`config.mk`:
```
export PLATFORM = sky130hd
export DESIGN_NAME = pia_mouse_controller
export DESIGN_NICKNAME = d
export VERILOG_FILES = /design/src/hw/rtl/pmc_pkg.sv /design/src/hw/rtl/pia_mouse_controller.sv /design/src/hw/rtl/pmc_ctrl.sv /design/src/hw/rtl/pmc_dp.sv
export SDC_FILE = /design/constraint.sdc
export NUM_CORES = 2
export LEC_CHECK = 0
export BUFFER_PORTS_ARGS = -buffer_cell sky130_fd_sc_hd__buf_2
export CORE_MARGIN = 8
export CORE_UTILIZATION = 52
export CTS_CLUSTER_SIZE = 30
export DETAILED_ROUTE_END_ITERATION = 16
export HOLD_SLACK_MARGIN = 0.12
export MAX_ROUTING_LAYER = met4
export PLACE_DENSITY = 0.68
export SETUP_SLACK_MARGIN = 0.05
export SLEW_MARGIN = 20
export SYNTH_ARGS = -nofsm -noshare
export SYNTH_HDL_FRONTEND = slang
export SYNTH_SLANG_ARGS = --single-unit
export TNS_END_PERCENT = 1
```
`constraint.sdc`:
```
create_clock -name clk -period 10.5 [get_ports clk]
set_input_delay 0.525 -clock clk [delete_from_list [all_inputs] [get_ports clk]]
set_output_delay 0.525 -clock clk [all_outputs]
set_load 0.02 [all_outputs]
```
`src/hw/rtl/pmc_pkg.sv`:
```
// Package for the mouse controller: shared types, constants and commands.
// No dependencies.
`default_nettype none
package pmc_pkg;
	localparam int BufDepth = 8;
	localparam int IdxW = 4;
	localparam logic [15:0] CoordMax = 16'd1023;

	typedef enum logic [2:0] {
		REQ_PA = 3'd0, REQ_PB = 3'd1, REQ_POS = 3'd2, REQ_BTN = 3'd3,
		REQ_VBL = 3'd4, REQ_RST = 3'd5
	} req_t;

	typedef enum logic [3:0] {
		ST_IDLE, ST_DIV, ST_DWAIT, ST_DONE, ST_OUT
	} state_t;

	// datapath commands
	typedef struct packed {
		logic start;       // apply item, may request scaling
		logic div_go;      // start divider
		logic div_step;    // divider step
		logic place_fin;   // write scaled result and raise events
		logic out_load;    // capture result
	} cmd_t;

	typedef struct packed {
		logic need_place;
		logic div_done;
	} sts_t;
endpackage
`default_nettype wire

```
`src/hw/rtl/pia_mouse_controller.sv`:
```
// Top level of the mouse controller: stream ports around controller and datapath.
// Depends on pmc_pkg, pmc_ctrl, pmc_dp.
`default_nettype none
// One transaction in, one out. When an item needs a placement and both ranges are
// nonzero, a 26-step restoring divider scales both axes in parallel.
// Input is taken again once the result transaction has been accepted.
module pia_mouse_controller (
	input  wire logic        clk,
	input  wire logic        arst_n,
	input  wire logic        s_axis_tvalid,
	output logic             s_axis_tready,
	// tdata: data_byte, host_x, host_y, host_range_x, host_range_y, button_index,
	// button_down, vblank_level
	input  wire logic [79:0] s_axis_tdata,
	// tuser: req_type
	input  wire logic [2:0]  s_axis_tuser,
	output logic             m_axis_tvalid,
	input  wire logic        m_axis_tready,
	// tdata: port_a_out, port_b_out, rom_bank, irq_level
	output logic [23:0]      m_axis_tdata
);
	import pmc_pkg::*;
	cmd_t cmd;
	sts_t sts;
	logic busy, fire;
	logic [19:0] res;

	assign s_axis_tready = !busy;
	assign fire = s_axis_tvalid && !busy;

	pmc_ctrl u_ctrl (
		.clk, .arst_n, .in_fire(fire), .out_taken(m_axis_tready), .sts, .cmd,
		.busy, .out_valid(m_axis_tvalid)
	);

	pmc_dp u_dp (
		.clk, .arst_n, .cmd, .item({s_axis_tdata[74:0], s_axis_tuser}), .sts,
		.result(res)
	);

	assign m_axis_tdata = {4'd0, res};
endmodule
`default_nettype wire

```
`src/hw/rtl/pmc_ctrl.sv`:
```
// Controller state machine of the mouse controller.
// Depends on pmc_pkg.
`default_nettype none
module pmc_ctrl (
	input  wire logic           clk,
	input  wire logic           arst_n,
	input  wire logic           in_fire,
	input  wire logic           out_taken,
	input  wire pmc_pkg::sts_t  sts,
	output pmc_pkg::cmd_t       cmd,
	output logic                busy,
	output logic                out_valid
);
	import pmc_pkg::*;
	state_t state_q, state_n;

	always_ff @(posedge clk or negedge arst_n) begin
		if (!arst_n) state_q <= ST_IDLE;
		else state_q <= state_n;
	end

	always_comb begin
		state_n = state_q;
		cmd = '0;
		busy = 1'b1;
		out_valid = 1'b0;
		case (state_q)
			ST_IDLE: begin
				busy = 1'b0;
				if (in_fire) begin
					cmd.start = 1'b1;
					state_n = ST_DIV;
				end
			end
			ST_DIV: begin
				if (sts.need_place) begin
					cmd.div_go = 1'b1;
					state_n = ST_DWAIT;
				end else state_n = ST_DONE;
			end
			ST_DWAIT: begin
				cmd.div_step = 1'b1;
				if (sts.div_done) begin
					cmd.div_step = 1'b0;
					cmd.place_fin = 1'b1;
					state_n = ST_DONE;
				end
			end
			ST_DONE: begin
				cmd.out_load = 1'b1;
				state_n = ST_OUT;
			end
			ST_OUT: begin
				out_valid = 1'b1;
				if (out_taken) state_n = ST_IDLE;
			end
			default: state_n = ST_IDLE;
		endcase
	end
endmodule
`default_nettype wire

```
`src/hw/rtl/pmc_dp.sv`:
```
// Datapath of the mouse controller: ports, command buffer, mouse state,
// and a restoring divider for position scaling. Depends on pmc_pkg.
`default_nettype none
module pmc_dp (
	input  wire logic          clk,
	input  wire logic          arst_n,
	input  wire pmc_pkg::cmd_t cmd,
	input  wire logic [77:0]   item,
	output pmc_pkg::sts_t      sts,
	output logic [19:0]        result
);
	import pmc_pkg::*;

	logic [7:0] buf_q [BufDepth];
	logic [IdxW-1:0] idx_q, len_q;
	logic [3:0] mode_q;
	logic [7:0] stat_q, pa_q, pb_q, drv_q;
	logic [15:0] lx_q, ly_q, mnx_q, mxx_q, mny_q, mxy_q, rx_q, ry_q, srx_q, sry_q;
	logic [1:0] bnow_q, bbef_q;
	logic vbl_q, irq_q, place_q, ev_q;
	logic [15:0] px_q, py_q;
	logic [5:0] cnt_q;
	logic [25:0] rem_x_q, rem_y_q;
	logic [25:0] qx_q, qy_q;
	logic [19:0] res_q;

	logic [2:0] rq;
	logic [7:0] d;
	logic [15:0] hx, hy, hrx, hry;
	assign rq = item[2:0];
	assign d = item[10:3];
	assign hx = item[26:11];
	assign hy = item[42:27];
	assign hrx = item[58:43];
	assign hry = item[74:59];

	function automatic logic [15:0] fit(input logic [25:0] v, input logic [15:0] lo,
		input logic [15:0] hi);
		logic [25:0] t;
		t = v;
		if (t < {10'd0, lo}) t = {10'd0, lo};
		if (t > {10'd0, hi}) t = {10'd0, hi};
		return t[15:0];
	endfunction

	// event computation over a given next state
	function automatic logic [7:0] ev_bits(input logic [3:0] m, input logic moved,
		input logic bch, input logic vb);
		logic [7:0] e;
		e = '0;
		if (moved) begin
			e[5] = 1'b1;
			if (m[0] && m[1]) e[1] = 1'b1;
		end
		if (m[0]) begin
			if (bch && m[2]) e[2] = 1'b1;
			if (vb && m[3]) e[3] = 1'b1;
		end
		return e;
	endfunction

	always_ff @(posedge clk or negedge arst_n) begin
		logic [7:0] b0, st, e, b1;
		logic [IdxW-1:0] ix, ln;
		logic [3:0] md;
		logic [15:0] rx, ry, lo, hi, mnx, mxx, mny, mxy, lx, ly, px, py;
		logic [1:0] bb, bn;
		logic pl, evt, sr, vb;
		logic [7:0] bf [BufDepth];
		logic [7:0] drv, pb, df;
		if (!arst_n) begin
			for (int i = 0; i < BufDepth; i++) buf_q[i] <= '0;
			idx_q <= '0; len_q <= IdxW'(1); mode_q <= '0; stat_q <= '0;
			lx_q <= '0; ly_q <= '0; mnx_q <= '0; mny_q <= '0;
			mxx_q <= CoordMax; mxy_q <= CoordMax; rx_q <= '0; ry_q <= '0;
			srx_q <= '0; sry_q <= '0; bnow_q <= '0; bbef_q <= '0; vbl_q <= 1'b0;
			pa_q <= '0; pb_q <= 8'h40; drv_q <= '0; irq_q <= 1'b0;
			place_q <= 1'b0; ev_q <= 1'b0; px_q <= '0; py_q <= '0; cnt_q <= '0;
			rem_x_q <= '0; rem_y_q <= '0; qx_q <= '0; qy_q <= '0; res_q <= '0;
		end else begin
			if (cmd.start) begin
				for (int i = 0; i < BufDepth; i++) bf[i] = buf_q[i];
				ix = idx_q; ln = len_q; md = mode_q; st = stat_q;
				rx = rx_q; ry = ry_q; mnx = mnx_q; mxx = mxx_q; mny = mny_q; mxy = mxy_q;
				lx = lx_q; ly = ly_q; bb = bbef_q; bn = bnow_q; vb = vbl_q;
				drv = drv_q; pb = pb_q; pl = 1'b0; evt = 1'b0; sr = 1'b0;
				lo = '0; hi = '0; b1 = '0; b0 = '0; e = '0;
				px = '0; py = '0;
				case (rq)
					REQ_PA: pa_q <= d;
					REQ_PB: begin
						df = (pb ^ d) & 8'h3E;
						if (df != 8'h00) begin
							pb = (pb & 8'hC1) | (d & 8'h3E);
							if (df[5]) begin
								if (d[5]) pb[7] = 1'b1;
								else begin
									if (ix < IdxW'(BufDepth)) begin
										bf[ix[2:0]] = pa_q;
										ix = ix + 1'b1;
									end
									if (ix == IdxW'(1)) begin
										b0 = bf[0];
										case (b0[7:4])
											4'h0: begin
												ln = IdxW'(1); md = b0[3:0]; evt = 1'b1;
											end
											4'h1: begin
												ln = IdxW'(6); st = st & 8'h20; rx = lx; ry = ly;
												if (bb[0]) st[6] = 1'b1;
												if (bb[1]) st[0] = 1'b1;
												bb = bn;
												if (bb[0]) st[7] = 1'b1;
												if (bb[1]) st[4] = 1'b1;
												bf[1] = rx[7:0]; bf[2] = rx[15:8];
												bf[3] = ry[7:0]; bf[4] = ry[15:8];
												bf[5] = st; st[5] = 1'b0;
											end
											4'h2: begin
												ln = IdxW'(2); b1 = st; b1[5] = 1'b0; bf[1] = b1;
												irq_q <= 1'b0;
											end
											4'h3: sr = 1'b1;
											4'h4, 4'h6: ln = IdxW'(5);
											4'h5: begin ln = IdxW'(3); bf[1] = 8'hFF; end
											4'h7: begin
												ln = IdxW'(1); pl = 1'b1; evt = 1'b1;
											end
											4'h9: begin
												case (b0[3:2])
													2'd1: ln = IdxW'(3);
													2'd2: ln = IdxW'(2);
													2'd3: ln = IdxW'(4);
													default: ln = IdxW'(1);
												endcase
											end
											default: ln = IdxW'(1);
										endcase
										if (sr) begin
											ix = '0; ln = IdxW'(1); md = '0; st = '0; rx = '0;
											ry = '0; bb = '0; mnx = '0; mny = '0;
											mxx = CoordMax; mxy = CoordMax;
											lx = fit({10'd0, lx}, 16'd0, CoordMax);
											ly = fit({10'd0, ly}, 16'd0, CoordMax);
											pl = 1'b1;
										end
										drv = bf[1];
									end
									if (ix == ln || ix >= IdxW'(BufDepth)) begin
										lo = {bf[2], bf[1]};
										hi = {bf[4], bf[3]};
										case (bf[0][7:4])
											4'h6: if (lo <= hi) begin
												if (bf[0][0]) begin
													mny = lo; mxy = hi; ly = fit({10'd0, ly}, lo, hi);
												end else begin
													mnx = lo; mxx = hi; lx = fit({10'd0, lx}, lo, hi);
												end
											end
											4'h4: begin
												rx = lo; ry = hi; pl = 1'b1; evt = 1'b1;
												px = lo; py = hi;
											end
											4'h5: begin
												rx = '0; ry = '0; mnx = '0; mny = '0;
												mxx = CoordMax; mxy = CoordMax;
												lx = fit({10'd0, lx}, 16'd0, CoordMax);
												ly = fit({10'd0, ly}, 16'd0, CoordMax);
												pl = 1'b1; evt = 1'b1;
											end
											default: ;
										endcase
										ix = '0;
									end
									pb[7] = 1'b0;
								end
							end
							if (df[4]) begin
								if (d[4]) pb[6] = 1'b0;
								else begin
									if (ix != '0) ix = ix + 1'b1;
									if (ix == ln || ix >= IdxW'(BufDepth)) ix = '0;
									else drv = bf[ix[2:0]];
									pb[6] = 1'b1;
								end
							end
						end
					end
					REQ_POS: begin
						srx_q <= hrx; sry_q <= hry; px = hx; py = hy;
						pl = 1'b1; evt = 1'b1;
					end
					REQ_BTN: begin
						if (item[76]) bn[item[75]] = 1'b1; else bn[item[75]] = 1'b0;
						evt = 1'b1;
					end
					REQ_VBL: begin
						if (item[77] != vb) begin
							vb = item[77];
							if (item[77]) evt = 1'b1;
						end
					end
					REQ_RST: begin
						ix = '0; ln = IdxW'(1); md = '0; st = '0; rx = '0; ry = '0; bb = '0;
						mnx = '0; mny = '0; mxx = CoordMax; mxy = CoordMax;
						lx = fit({10'd0, lx}, 16'd0, CoordMax);
						ly = fit({10'd0, ly}, 16'd0, CoordMax);
						pl = 1'b1;
					end
					default: ;
				endcase
				if (rq == REQ_POS) pl = pl && hrx != '0 && hry != '0;
				else pl = pl && srx_q != '0 && sry_q != '0;
				// events before placement only if no placement follows
				if (evt && !pl) begin
					e = ev_bits(md, rx != lx || ry != ly, bb != bn, vb);
					st = st | e;
					if (e[3:1] != 3'd0) irq_q <= 1'b1;
				end
				for (int i = 0; i < BufDepth; i++) buf_q[i] <= bf[i];
				idx_q <= ix; len_q <= ln; mode_q <= md; stat_q <= st;
				rx_q <= rx; ry_q <= ry; mnx_q <= mnx; mxx_q <= mxx; mny_q <= mny;
				mxy_q <= mxy; lx_q <= lx; ly_q <= ly; bbef_q <= bb; bnow_q <= bn;
				vbl_q <= vb; drv_q <= drv; pb_q <= pb; place_q <= pl; ev_q <= evt;
				px_q <= px; py_q <= py;
			end
			if (cmd.div_go) begin
				rem_x_q <= '0; rem_y_q <= '0;
				qx_q <= 26'(px_q) * 26'(CoordMax);
				qy_q <= 26'(py_q) * 26'(CoordMax);
				cnt_q <= 6'd26;
			end
			if (cmd.div_step) begin
				logic [26:0] tx, ty;
				tx = {rem_x_q, qx_q[25]};
				ty = {rem_y_q, qy_q[25]};
				if (tx >= {11'd0, srx_q}) begin
					rem_x_q <= 26'(tx - {11'd0, srx_q}); qx_q <= {qx_q[24:0], 1'b1};
				end else begin
					rem_x_q <= tx[25:0]; qx_q <= {qx_q[24:0], 1'b0};
				end
				if (ty >= {11'd0, sry_q}) begin
					rem_y_q <= 26'(ty - {11'd0, sry_q}); qy_q <= {qy_q[24:0], 1'b1};
				end else begin
					rem_y_q <= ty[25:0]; qy_q <= {qy_q[24:0], 1'b0};
				end
				cnt_q <= cnt_q - 1'b1;
			end
			if (cmd.place_fin) begin
				lx = fit(qx_q, mnx_q, mxx_q);
				ly = fit(qy_q, mny_q, mxy_q);
				lx_q <= lx; ly_q <= ly;
				if (ev_q) begin
					e = ev_bits(mode_q, rx_q != lx || ry_q != ly, bbef_q != bnow_q, vbl_q);
					stat_q <= stat_q | e;
					if (e[3:1] != 3'd0) irq_q <= 1'b1;
				end
			end
			if (cmd.out_load) res_q <= {irq_q, pb_q[3:1], pb_q, drv_q};
		end
	end

	assign sts.need_place = place_q;
	assign sts.div_done = (cnt_q == 6'd0);
	assign result = res_q;
endmodule
`default_nettype wire

```
==> flow_metrics.py <==
metrics = {
    "yosys": {
        "postSynthCellCount": 4444,
        "synth_enable_flop_cells": 0,
        "synth.avg_cell_area_um2": 8.711,
        "async_flop_share_pct": 100.0,
        "synth_seq_area_share_pct": 28.26,
        "synthesis.area_mm2": 0.03871,
        "ys_warn_count": 0,
        "synth_seq_cells": 436,
        "ys.flop_type": "dfrtp_1",
        "synthDistinctLibCells": 113,
    },
    "placed_design": {
        "numPortBuffers": 102,
        "hpwl_um": 121000,
        "gp_congestion": 1.075,
    },
    "floorplanning": {
        "rows": 100,
        "die_x_um": 288.8,
        "core_area_mm2": 0.07407,
        "initial_core_util_pct": 52.26,
        "io_pins": 113,
        "dieArea_mm2": 0.08343,
        "die_y_um": 288.8,
    },
    "worst_setup_path": {
        "endpoint_kind": "flop",
        "worst_r2r_path_depth": 31,
        "critical_path.max_fanout": 14,
        "crit_arrival_ns": 10.48,
        "cp.required_ns": 11.01,
        "max_stage_delay_ns": 0.87,
        "crit_type": "reg -> reg",
        "crit_path_start_kind": "flop",
        "critPathSlowestCell": "or4_1",
    },
    "final_layout": {
        "layout_commonest_cell": "nand2_1",
        "drive_gt1_share_pct": 13.02,
        "layout.nets": 5084,
        "area_growth_pct": 10.57,
        "final_cell_mix": "415 x nand2_1, 414 x dfrtp_1, 397 x inv_1",
    },
    "drt": {
        "routed_via_density": 6.625,
        "num_vias": 36860,
        "drc": 0,
        "drtPass1Iterations": 9,
        "drt_iter0_markers": 4776,
        "ant_nets": 0,
        "wl_um": 160700,
        "wl_per_cell_um": 28.88,
    },
    "clock_tree": {
        "root_buffer": "clkbuf_16",
        "cts.sinks": 436,
        "clk_latency_ns": 0.64,
        "cts_max_path_buffers": 3,
        "ctsHtreeMaxLevel": 2,
        "clk_pin_slew_ns": 0.07,
        "cts_buffers": 53,
        "cts_tree": "built",
    },
    "sta": {
        "maxSlewViolCount": 0,
        "tns_ns": 0,
        "hold_violations": 0,
        "fmax_ghz": 0.1003,
        "worst_slew_pin_slew_ns": 1.122,
        "period_share_pct": 94.96,
        "slew_headroom_pct": 25.17,
        "rsz0062_at_grt": "false",
        "fin_crit_ns": 9.971,
        "finalSetupViolations": 0,
        "skew_ns": 0.04029,
    },
    "global_routing": {
        "first_global_vias": 35340,
        "busiest_layer": "met2",
        "antenna_found_initial": 14,
        "met2_usage_pct": 54.01,
        "grt_overflow": 0,
        "grt_use_met1_pct": 51.56,
        "grt_start_max_net_pins": 117,
        "use_met3_pct": 11.60,
        "grt_pass1_wl_um": 236000,
        "track_usage_pct": 39.11,
    },
    "status": {
        "outcome": "completed",
    },
    "job": {
        "cap_viol_max_count": 0,
    },
    "hold_path": {
        "min_path_cells": 2,
        "hp-class": "in -> reg",
    },
}
critical path, delay by kind of cell, from the launching register on:
kind            cells  cell delay, ns
compound gates     14            3.78
fa+ha+maj           2            0.53
simple gates       11            3.80
buf+inv             1            0.30
xor+xnor            1            0.20
mux                 2            0.62
flops               1            0.57
layout make-up:
type,instances,area (um^2)
fillers,6686,31270
multi-input cells,3378,25430
flip-flops and latches,436,10940
repair buffers,268,1839
clock buffers,77,1516
inverters,399,1498
well taps,969,1212
clock inverters,21,327.8
diodes,16,40.04
timing repair:
item / CTS / global route
setup buffers: 0 / 0
resized for setup: 0 / 1
setup endpoints to repair: 0 / 3
hold endpoints to repair: 83 / 0
hold buffers: 11 / 0
registers in the layout, summed over array words and instances, names as in the netlist, 26 cells and up:
name and count:
u_dp.buf_q 64, u_dp.qx_q 26, u_dp.qy_q 26, u_dp.rem_x_q 26
u_dp.rem_y_q 26
Yosys cell counts, drive strengths merged (21+ instances only):
| cell | count | area share, % |
|---|---|---|
| nand2 | 420 | 4.1 |
| dfrtp | 414 | 27 |
| inv | 398 | 3.9 |
| o21ai | 372 | 4.8 |
| nor2 | 349 | 3.4 |
| ha | 295 | 9.5 |
| a21oi | 237 | 3.1 |
| clkbuf | 181 | 1.8 |
| fa | 166 | 8.6 |
| nand3 | 140 | 1.8 |
| a22oi | 125 | 2.5 |
| mux2 | 105 | 3.1 |
| mux2i | 94 | 2.5 |
| o22ai | 80 | 1.3 |
| xnor2 | 76 | 1.8 |
| nor3 | 69 | 0.95 |
| a31oi | 54 | 0.91 |
| buf | 54 | 0.77 |
| a21o | 48 | 0.93 |
| a211oi | 44 | 0.94 |
| nand4 | 44 | 0.71 |
| a221oi | 43 | 1.0 |
| xor2 | 41 | 0.93 |
| nor4 | 40 | 0.70 |
| nor2b | 38 | 0.61 |
| o211ai | 33 | 0.65 |
| or2 | 33 | 0.53 |
| mux4 | 24 | 1.4 |
| nand2b | 24 | 0.39 |
| or3 | 24 | 0.39 |
| o21a | 23 | 0.45 |
| o31ai | 23 | 0.48 |
| dfstp | 22 | 1.5 |
| and3 | 21 | 0.34 |
cell families after synthesis:
| family | share of synthesized area [%] |
|---|---|
| AOI/OAI and AO/OA | 22.18 |
| muxes | 6.962 |
| DFF | 28.26 |
| other | 0.009688 |
| adders and majority gates | 18.12 |
| and+or+nand+nor | 15.38 |
| xor gates and xnor gates | 2.696 |
| buffers and inverters | 6.393 |
per-layer routing:
layer,routed length [um],up-vias
li1,-,16240
met1,65670,17960
met2,65780,2157
met3,18830,504
met4,10390,0
met5,0,-
through the flow:
step | instances | hold WS (ns) | worst slack [ns] | cell area (um^2) | utilization, %
floorplan | 4448 | 0.2294 | 1.752 | 38720 | -
global placement | 5437 | 0.4567 | 0.8714 | 40750 | 55.01
detailed placement | 5438 | 0.4656 | 0.6704 | 40790 | 55.06
CTS | 5547 | 0.1203 | 0.6479 | 42740 | 57.70
global route | 5561 | 0.1247 | 0.08205 | 42790 | 57.77
finish | 5564 | 0.1376 | 0.5287 | 42800 | 57.78
final timing paths:
kind                                                    end                      start  slack (ns)
worst max-delay path                   u_dp.irq_q$_DFF_PN0_  u_dp.idx_q[3]$_DFFE_PN0P_        0.53
worst min-delay path              u_dp.sry_q[2]$_DFFE_PN0P_           s_axis_tdata[58]        0.14
worst max register to register         u_dp.irq_q$_DFF_PN0_  u_dp.idx_q[3]$_DFFE_PN0P_        0.53
worst min register to register    u_dp.len_q[0]$_DFFE_PN1P_  u_dp.len_q[0]$_DFFE_PN1P_        0.48
max in group asynchronous        u_dp.buf_q[11]$_DFFE_PN0P_                     arst_n        7.85
min in group asynchronous       u_dp.rem_y_q[7]$_DFFE_PN0P_                     arst_n        0.43
Power is left out: the tool's default activity adds up to more than one toggle a clock period on the data nets, which glitch-free logic cannot reach.
